**config.mk**
```make
export PLATFORM = sky130hd
export DESIGN_NAME = compact_token_serializer
export DESIGN_NICKNAME = d
export VERILOG_FILES = /design/src/cts_pkg.sv /design/src/cts_front.sv /design/src/cts_queue.sv /design/src/cts_back.sv /design/src/compact_token_serializer.sv
export SDC_FILE = /design/constraint.sdc
export NUM_CORES = 1
export LEC_CHECK = 0
export BUFFER_PORTS_ARGS = -buffer_cell sky130_fd_sc_hd__buf_2
export CAP_MARGIN = 10
export CORE_MARGIN = 5
export CORE_UTILIZATION = 50
export DETAILED_ROUTE_END_ITERATION = 10
export HOLD_SLACK_MARGIN = 0.1
export PLACE_DENSITY = 0.71
export SLEW_MARGIN = 20
export SYNTH_ARGS = -nofsm -noshare
export SYNTH_HDL_FRONTEND = slang
export SYNTH_SLANG_ARGS = --single-unit
```
**constraint.sdc**
```tcl
create_clock -name clk -period 15.1 [get_ports clk]
set_clock_uncertainty 0.1 [all_clocks]
set_input_delay 3.02 -clock clk [delete_from_list [all_inputs] [get_ports clk]]
set_output_delay 3.02 -clock clk [all_outputs]
set_load 0.05 [all_outputs]
```
**src/cts_pkg.sv**
```systemverilog
// Shared types, opcodes and tag codes for the compact token serializer.
// No dependencies.
package cts_pkg;

  // Input opcodes
  typedef enum logic [3:0] {
    OP_INT       = 4'd0,
    OP_DOUBLE    = 4'd1,
    OP_STR_HEAD  = 4'd2,
    OP_STR_BYTE  = 4'd3,
    OP_ARR_BEGIN = 4'd4,
    OP_MAP_BEGIN = 4'd5,
    OP_ARR_END   = 4'd6,
    OP_MAP_END   = 4'd7,
    OP_TRUE      = 4'd8,
    OP_FALSE     = 4'd9,
    OP_NULL      = 4'd10
  } opcode_t;

  // Tag codes
  localparam logic [7:0] TAG_DBL_N1    = 8'd125;
  localparam logic [7:0] TAG_DBL_0     = 8'd126;
  localparam logic [7:0] TAG_DBL_1     = 8'd127;
  localparam logic [7:0] TAG_STR_FIX   = 8'd128;
  localparam logic [7:0] TAG_STR8      = 8'd228;
  localparam logic [7:0] TAG_STR16     = 8'd229;
  localparam logic [7:0] TAG_STR32     = 8'd230;
  localparam logic [7:0] TAG_STR64     = 8'd231;
  localparam logic [7:0] TAG_I8        = 8'd232;
  localparam logic [7:0] TAG_I16       = 8'd233;
  localparam logic [7:0] TAG_I32       = 8'd234;
  localparam logic [7:0] TAG_I64       = 8'd235;
  localparam logic [7:0] TAG_DBL       = 8'd236;
  localparam logic [7:0] TAG_ARR0      = 8'd237;
  localparam logic [7:0] TAG_MAP0      = 8'd243;
  localparam logic [7:0] TAG_TRUE      = 8'd249;
  localparam logic [7:0] TAG_FALSE     = 8'd250;
  localparam logic [7:0] TAG_NULL      = 8'd251;
  localparam logic [7:0] TAG_ARR_OPEN  = 8'd252;
  localparam logic [7:0] TAG_MAP_OPEN  = 8'd253;
  localparam logic [7:0] TAG_ARR_CLOSE = 8'd254;
  localparam logic [7:0] TAG_MAP_CLOSE = 8'd255;

  // Special double patterns
  localparam logic [63:0] DBL_NEG_ONE  = 64'hBFF0_0000_0000_0000;
  localparam logic [63:0] DBL_POS_ONE  = 64'h3FF0_0000_0000_0000;
  localparam logic [63:0] DBL_NEG_ZERO = 64'h8000_0000_0000_0000;

  localparam logic [62:0] STR_FIX_LIMIT = 63'd100;
  localparam logic [2:0]  CONT_FIX_LIMIT = 3'd6;
  localparam logic signed [7:0] INT_NEG_LIMIT = -8'sd60;

  // Default depth of the queue between front and back
  localparam int QUEUE_DEPTH_DEF = 2;

  // Encoded token: tag in the low byte, payload above it, little-endian.
  typedef struct packed {
    logic [71:0] bytes;
    logic [3:0]  nbytes;   // 1..9
  } tok_t;

endpackage

```
**src/cts_front.sv**
```systemverilog
// Front end: classifies one token and builds its tag and payload bytes.
// Depends on cts_pkg.
module cts_front (
  input  logic                accept,
  input  logic [3:0]          opcode,
  input  logic signed [63:0]  int_value,
  input  logic [63:0]         double_bits,
  input  logic [62:0]         count,
  input  logic [7:0]          data_byte,
  output logic                push,
  output cts_pkg::tok_t       tok
);
  import cts_pkg::*;

  logic        emit;
  logic [7:0]  tag;
  logic [63:0] payload;
  logic [3:0]  plen;
  logic [63:0] ival;
  logic        neg, fit8, fit16, fit32;
  logic        cnt_small;

  assign ival  = int_value;
  assign neg   = ival[63];
  // fits in n-bit signed when the bits from n-1 upward all match the sign
  assign fit8  = (ival[63:7]  == {57{neg}});
  assign fit16 = (ival[63:15] == {49{neg}});
  assign fit32 = (ival[63:31] == {33{neg}});
  assign cnt_small = (count[62:3] == '0) && (count[2:0] < CONT_FIX_LIMIT);

  always_comb begin
    emit    = 1'b1;
    tag     = '0;
    payload = '0;
    plen    = 4'd0;
    unique case (opcode_t'(opcode))
      OP_INT: begin
        payload = ival;
        if (fit8) begin
          if (!neg && !ival[6]) begin
            tag = ival[7:0];
          end else if (neg && ($signed(ival[7:0]) >= INT_NEG_LIMIT)) begin
            tag = 8'd63 - ival[7:0];
          end else begin
            tag  = TAG_I8;
            plen = 4'd1;
          end
        end else if (fit16) begin
          tag  = TAG_I16;
          plen = 4'd2;
        end else if (fit32) begin
          tag  = TAG_I32;
          plen = 4'd4;
        end else begin
          tag  = TAG_I64;
          plen = 4'd8;
        end
      end
      OP_DOUBLE: begin
        payload = double_bits;
        if (double_bits == DBL_NEG_ONE) begin
          tag = TAG_DBL_N1;
        end else if (double_bits == '0 || double_bits == DBL_NEG_ZERO) begin
          tag = TAG_DBL_0;
        end else if (double_bits == DBL_POS_ONE) begin
          tag = TAG_DBL_1;
        end else begin
          tag  = TAG_DBL;
          plen = 4'd8;
        end
      end
      OP_STR_HEAD: begin
        payload = {1'b0, count};
        if (count < STR_FIX_LIMIT) begin
          tag = TAG_STR_FIX + {1'b0, count[6:0]};
        end else if (count[62:8] == '0) begin
          tag  = TAG_STR8;
          plen = 4'd1;
        end else if (count[62:16] == '0) begin
          tag  = TAG_STR16;
          plen = 4'd2;
        end else if (count[62:32] == '0) begin
          tag  = TAG_STR32;
          plen = 4'd4;
        end else begin
          tag  = TAG_STR64;
          plen = 4'd8;
        end
      end
      OP_STR_BYTE:  tag = data_byte;
      OP_ARR_BEGIN: tag = cnt_small ? TAG_ARR0 + {5'd0, count[2:0]} : TAG_ARR_OPEN;
      OP_MAP_BEGIN: tag = cnt_small ? TAG_MAP0 + {5'd0, count[2:0]} : TAG_MAP_OPEN;
      OP_ARR_END: begin
        tag  = TAG_ARR_CLOSE;
        emit = !cnt_small;
      end
      OP_MAP_END: begin
        tag  = TAG_MAP_CLOSE;
        emit = !cnt_small;
      end
      OP_TRUE:  tag = TAG_TRUE;
      OP_FALSE: tag = TAG_FALSE;
      OP_NULL:  tag = TAG_NULL;
      default:  emit = 1'b0;
    endcase
  end

  assign push       = accept && emit;
  assign tok.bytes  = {payload, tag};
  assign tok.nbytes = plen + 4'd1;

endmodule

```
**src/cts_queue.sv**
```systemverilog
// Short token queue between front and back, flip-flop storage.
// Depends on cts_pkg.
module cts_queue #(
  parameter int DEPTH = cts_pkg::QUEUE_DEPTH_DEF
) (
  input  logic          clk,
  input  logic          rst,
  input  logic          push,
  input  cts_pkg::tok_t push_tok,
  input  logic          pop,
  output logic          nonempty,
  output logic          full,
  output cts_pkg::tok_t head
);
  import cts_pkg::*;

  localparam int PW = (DEPTH > 1) ? $clog2(DEPTH) : 1;
  localparam int CW = $clog2(DEPTH + 1);
  localparam logic [PW-1:0] LAST_PTR = PW'(DEPTH - 1);
  localparam logic [CW-1:0] FULL_CNT = CW'(DEPTH);

  tok_t          entries [DEPTH];
  logic [PW-1:0] wr_ptr, rd_ptr;
  logic [CW-1:0] fill;
  logic          do_push, do_pop;

  assign nonempty = (fill != '0);
  assign full     = (fill == FULL_CNT);
  assign do_push  = push && !full;
  assign do_pop   = pop && nonempty;
  assign head     = entries[rd_ptr];

  always_ff @(posedge clk) begin
    if (do_push) begin
      entries[wr_ptr] <= push_tok;
    end
  end

  always_ff @(posedge clk) begin
    if (rst) begin
      wr_ptr <= '0;
      rd_ptr <= '0;
      fill   <= '0;
    end else begin
      if (do_push) begin
        wr_ptr <= (wr_ptr == LAST_PTR) ? '0 : wr_ptr + PW'(1);
      end
      if (do_pop) begin
        rd_ptr <= (rd_ptr == LAST_PTR) ? '0 : rd_ptr + PW'(1);
      end
      if (do_push && !do_pop) begin
        fill <= fill + CW'(1);
      end else if (do_pop && !do_push) begin
        fill <= fill - CW'(1);
      end
    end
  end

`ifndef ASSERT_OFF
  a_no_overflow: assert property (@(posedge clk) disable iff (rst) push |-> !full)
    else $error("queue: push while full");
  a_fill_bound: assert property (@(posedge clk) disable iff (rst) fill <= FULL_CNT)
    else $error("queue: fill count out of range");
`endif

endmodule

```
**src/cts_back.sv**
```systemverilog
// Back end: shifts out a queued token one byte per cycle, registered output.
// Depends on cts_pkg.
module cts_back (
  input  logic          clk,
  input  logic          rst,
  input  logic          q_nonempty,
  input  cts_pkg::tok_t q_head,
  output logic          pop,
  output logic          strobe,
  output logic [7:0]    out_byte,
  output logic          last
);
  import cts_pkg::*;

  logic [71:0] cur_bytes;
  logic [3:0]  cur_n;      // bytes still to send, 0 when idle

  // take the next token when idle or when sending the final byte
  assign pop = q_nonempty && (cur_n <= 4'd1);

  always_ff @(posedge clk) begin
    if (rst) begin
      cur_n  <= '0;
      strobe <= 1'b0;
    end else begin
      strobe <= (cur_n != '0);
      if (pop) begin
        cur_n <= q_head.nbytes;
      end else if (cur_n != '0) begin
        cur_n <= cur_n - 4'd1;
      end
    end
  end

  always_ff @(posedge clk) begin
    out_byte <= cur_bytes[7:0];
    last     <= (cur_n == 4'd1);
    if (pop) begin
      cur_bytes <= q_head.bytes;
    end else begin
      cur_bytes <= {8'd0, cur_bytes[71:8]};
    end
  end

`ifndef ASSERT_OFF
  a_burst_contiguous: assert property (@(posedge clk) disable iff (rst)
    strobe && !last |=> strobe)
    else $error("back: gap inside a token");
  a_quiet_after_reset: assert property (@(posedge clk) rst |=> !strobe)
    else $error("back: strobe straight after reset");
  a_count_bound: assert property (@(posedge clk) disable iff (rst) cur_n <= 4'd9)
    else $error("back: byte count out of range");
`endif

endmodule

```
**src/compact_token_serializer.sv**
```systemverilog
// Top level of the compact token serializer: front classifier, token queue
// and byte-wide back end. Depends on cts_pkg, cts_front, cts_queue, cts_back.
//
// Usage: present a token with start high; it is taken on any rising edge at
// which busy is low. Each token gives 0 to 9 output words (one byte each),
// shown for one cycle with strobe high and last high on the final byte; the
// receiver cannot stall. Tokens that give no bytes (short container ends,
// unknown opcodes) are dropped at the front. The first byte of a token
// passes through a queue entry, the back end's shift register and the
// output register before it appears. The back end sends exactly one byte
// per cycle, so single-byte tokens (string payload, small ints, tags)
// sustain one token per clock, while a multi-byte token holds the output
// until its last byte. The queue of QUEUE_DEPTH entries absorbs that
// difference; busy rises when it is full and falls as the back end drains it.
module compact_token_serializer #(
  parameter int QUEUE_DEPTH = cts_pkg::QUEUE_DEPTH_DEF
) (
  input  logic               clk,
  input  logic               rst,
  input  logic               start,
  output logic               busy,
  input  logic [3:0]         opcode,
  input  logic signed [63:0] int_value,
  input  logic [63:0]        double_bits,
  input  logic [62:0]        count,
  input  logic [7:0]         data_byte,
  output logic               strobe,
  output logic [7:0]         out_byte,
  output logic               last
);
  import cts_pkg::*;

  logic accept;
  logic push, pop;
  logic q_nonempty, q_full;
  tok_t push_tok, q_head;

  // input word taken when start meets a free queue slot
  assign busy   = q_full;
  assign accept = start && !busy;

  cts_front u_front (
    .accept      (accept),
    .opcode      (opcode),
    .int_value   (int_value),
    .double_bits (double_bits),
    .count       (count),
    .data_byte   (data_byte),
    .push        (push),
    .tok         (push_tok)
  );

  // decouples classification from the byte-serial back end
  cts_queue #(
    .DEPTH (QUEUE_DEPTH)
  ) u_queue (
    .clk      (clk),
    .rst      (rst),
    .push     (push),
    .push_tok (push_tok),
    .pop      (pop),
    .nonempty (q_nonempty),
    .full     (q_full),
    .head     (q_head)
  );

  cts_back u_back (
    .clk        (clk),
    .rst        (rst),
    .q_nonempty (q_nonempty),
    .q_head     (q_head),
    .pop        (pop),
    .strobe     (strobe),
    .out_byte   (out_byte),
    .last       (last)
  );

endmodule
```
==> reports/qor.csv <==
metric,value,unit
netlist_top_cells_area,"edfxtp_1, dfxtp_1, mux2i_1",
period_needed,5.535,ns
critPathLaunch,count[19],
drc,0,
drtIter0Drc,887,
internal_power,1385,uW
num_io_pins,217,
power_per_cell_area,149.3,nW/um2
die_w,160.0,um
postCtsSetupRepairBufs,0,
placementRows,54,
drv_slew,0,
synthesis.instances,1071,
critPathKind,in -> reg,
portBuffers,216,
period_share,36.65,%
cap_viol_max_count,0,
synth_edf_count,152,
antenna_found_initial,0,
cp-end-kind,flip-flop,
finalWirelength,34.70,mm
viasPerCell,5.886,
slowest_delay,0.57,ns
p_sw_share,30.41,%
coreArea,21960,um2
hpwl,26.34,mm
worstHoldStart,u_back.cur_bytes[4]$_DFF_P_,
max_freq,180.7,MHz
finalSetupViolations,0,
cts.path.max_buffers,3,
die_area,25600,um2
hold_buffers,0,
ys.flop_type,edfxtp_1,
area_delta_synth_final,18.47,%
rr_startpoint,u_back.cur_n[0]$_SDFFE_PP0P_,
ctsResizeCount,0,
cp_cell_sequence,buf_2 > nor4_1 > nand4_1 > nor4_4 > a31oi_1 > and2_2 > buf_4,
total_power,1991,uW
vias,9152,
grt_max_degree,92,
first_global_vias,9045,
dpl.cell_count,1511,
diodes,0,
htree_num_levels,1,
outcome,"complete, no violations",
synth_nets,1285,
grt_first_pass_wirelength,52.05,mm
final_cell_mix,"buf_2, nor2_1, edfxtp_1",
worst_slew_pin_slew,1.050,ns
synth_seq_cells,243,
final-instance-count-excl-fill,1555,
start_kind,input pin,
rsz0062_at_grt,false,
cts_buffers,24,
drive_gt1_share,21.88,%
hold_viol,0,
syn-mean-instance-area,10.50,um2
nets,1471,
synth_area,11250,um2
power.switching,605.3,uW
ys_seq_area_share,56.76,%
synth_top_area_cell,edfxtp_1,
combPwrFrac,24.7,%
cts_tree,done,
grt_usage,26.06,%
async_flop_share,0,%
critPathMaxFanout,76,
stdcell_area,13330,um2
synth_top_area_share,40.57,%
ant_nets,0,
hp-class,reg -> reg,
final_common_cell,buf_2,
p_leak,0.005125,uW
seq_power_share,45.2,%
fp.dieH,160.0,um
start_util,51.24,%
critPathSlowestCell,nor4_1,
cts.clk_slew.worst_paths,0.06,ns
vdd_drop_max,0.1464,mV
crit_arrival,5.54,ns
clk_latency,0.50,ns
ctsRootBufferMaster,clkbuf_16,
synth_cell_type_count,54,
cts.sink_count,243,
gp_congestion,1.017,
cp.required,15.10,ns
yosys_warnings,0,
placed_area,12510,um2
grt_overflow,0,
wl_per_cell,22.31,um
clockPowerShare,30.1,%
slew-limit-headroom,30.01,%
finalSetupTns,0,ns
dr.pass1.iters,5,
-- cell usage after synthesis, types with 16 or more instances --
cell type and n:
nand4_1 16, nand2_1 96, nor2_1 161, nand3_1 17, edfxtp_1 152, clkbuf_1 42, nor4_1 34, dfxtp_1 91
mux2i_1 138, o21ai_0 78, nor3_1 24, a21oi_1 82
-- layer usage --
metal  part of all wire, %  wire [um]  global-route usage, %
met4                   2.7        937                  7.470
met3                   6.9       2404                  3.814
met2                    46      16130                  41.66
met5                     0          0                      0
met1                    44      15230                  37.27
-- metrics by stage --
stage	hold WS (ns)	worst slack [ns]	utilization, %
floorplan	0.2096	7.378	-
global placement	0.2104	9.068	56.98
detailed placement	0.2121	9.083	56.98
CTS	0.2268	9.604	60.70
global route	0.2336	9.419	60.70
finish	0.2271	9.565	60.70
-- sequential cells by signal (all words and copies together) (netlist names), named ones only --
register          cells
u_queue.entries     152
u_back.cur_bytes     72
u_back.out_byte       8
u_back.cur_n          4
u_queue.fill          2
u_back.last           1
u_back.strobe         1
u_queue.rd_ptr        1
u_queue.wr_ptr        1
-- cell type report --
class,instances,area [um2]
clock inverters,11,118.9
well taps,280,350.3
flip-flops and latches,243,6390
clock buffers,33,698.2
fillers,1855,8630
inverters,13,50.05
repair buffers,224,1144
multi-input cells,751,4578
-- cell families after synthesis --
| logic type | Yosys count | synth area share [%] |
|---|---|---|
| and+or+nand+nor | 387 | 15.95 |
| DFF | 243 | 56.76 |
| AOI/OAI and AO/OA | 209 | 10.73 |
| muxes | 138 | 12.28 |
| buffers and inverters | 77 | 2.691 |
| xor gates and xnor gates | 9 | 0.7006 |
| adders and majority gates | 8 | 0.8897 |
-- worst max-delay path, delay by kind of cell --
kind | cells | cell delay, ns
and+or+nand+nor | 4 | 1.68
buffers and inverters | 2 | 0.52
AOI/OAI and AO/OA | 1 | 0.27
-- worst paths after layout --
| path | end | slack (ns) | depth (start not counted) |
|---|---|---|---|
| worst max-delay path | u_queue.entries[1][37]$_DFFE_PP_ | 9.57 | 7 |
| worst min-delay path | u_back.out_byte[4]$_DFF_P_ | 0.23 | 0 |
| worst max register to register | u_back.cur_bytes[27]$_DFF_P_ | 12.17 | 6 |
| worst min register to register | u_back.out_byte[4]$_DFF_P_ | 0.23 | 0 |
-- power groups by stage --
stage | registers, uW | clock network (uW) | logic (uW)
6_report | 900 | 598 | 492
5_1_grt | 913 | 639 | 544
4_1_cts | 902 | 611 | 498
3_5_place_dp | 914 | 0 | 497
3_3_place_gp | 909 | 0 | 491
2_1_floorplan | 931 | 0 | 323
Note: power is estimated with default switching activity, not from simulation.
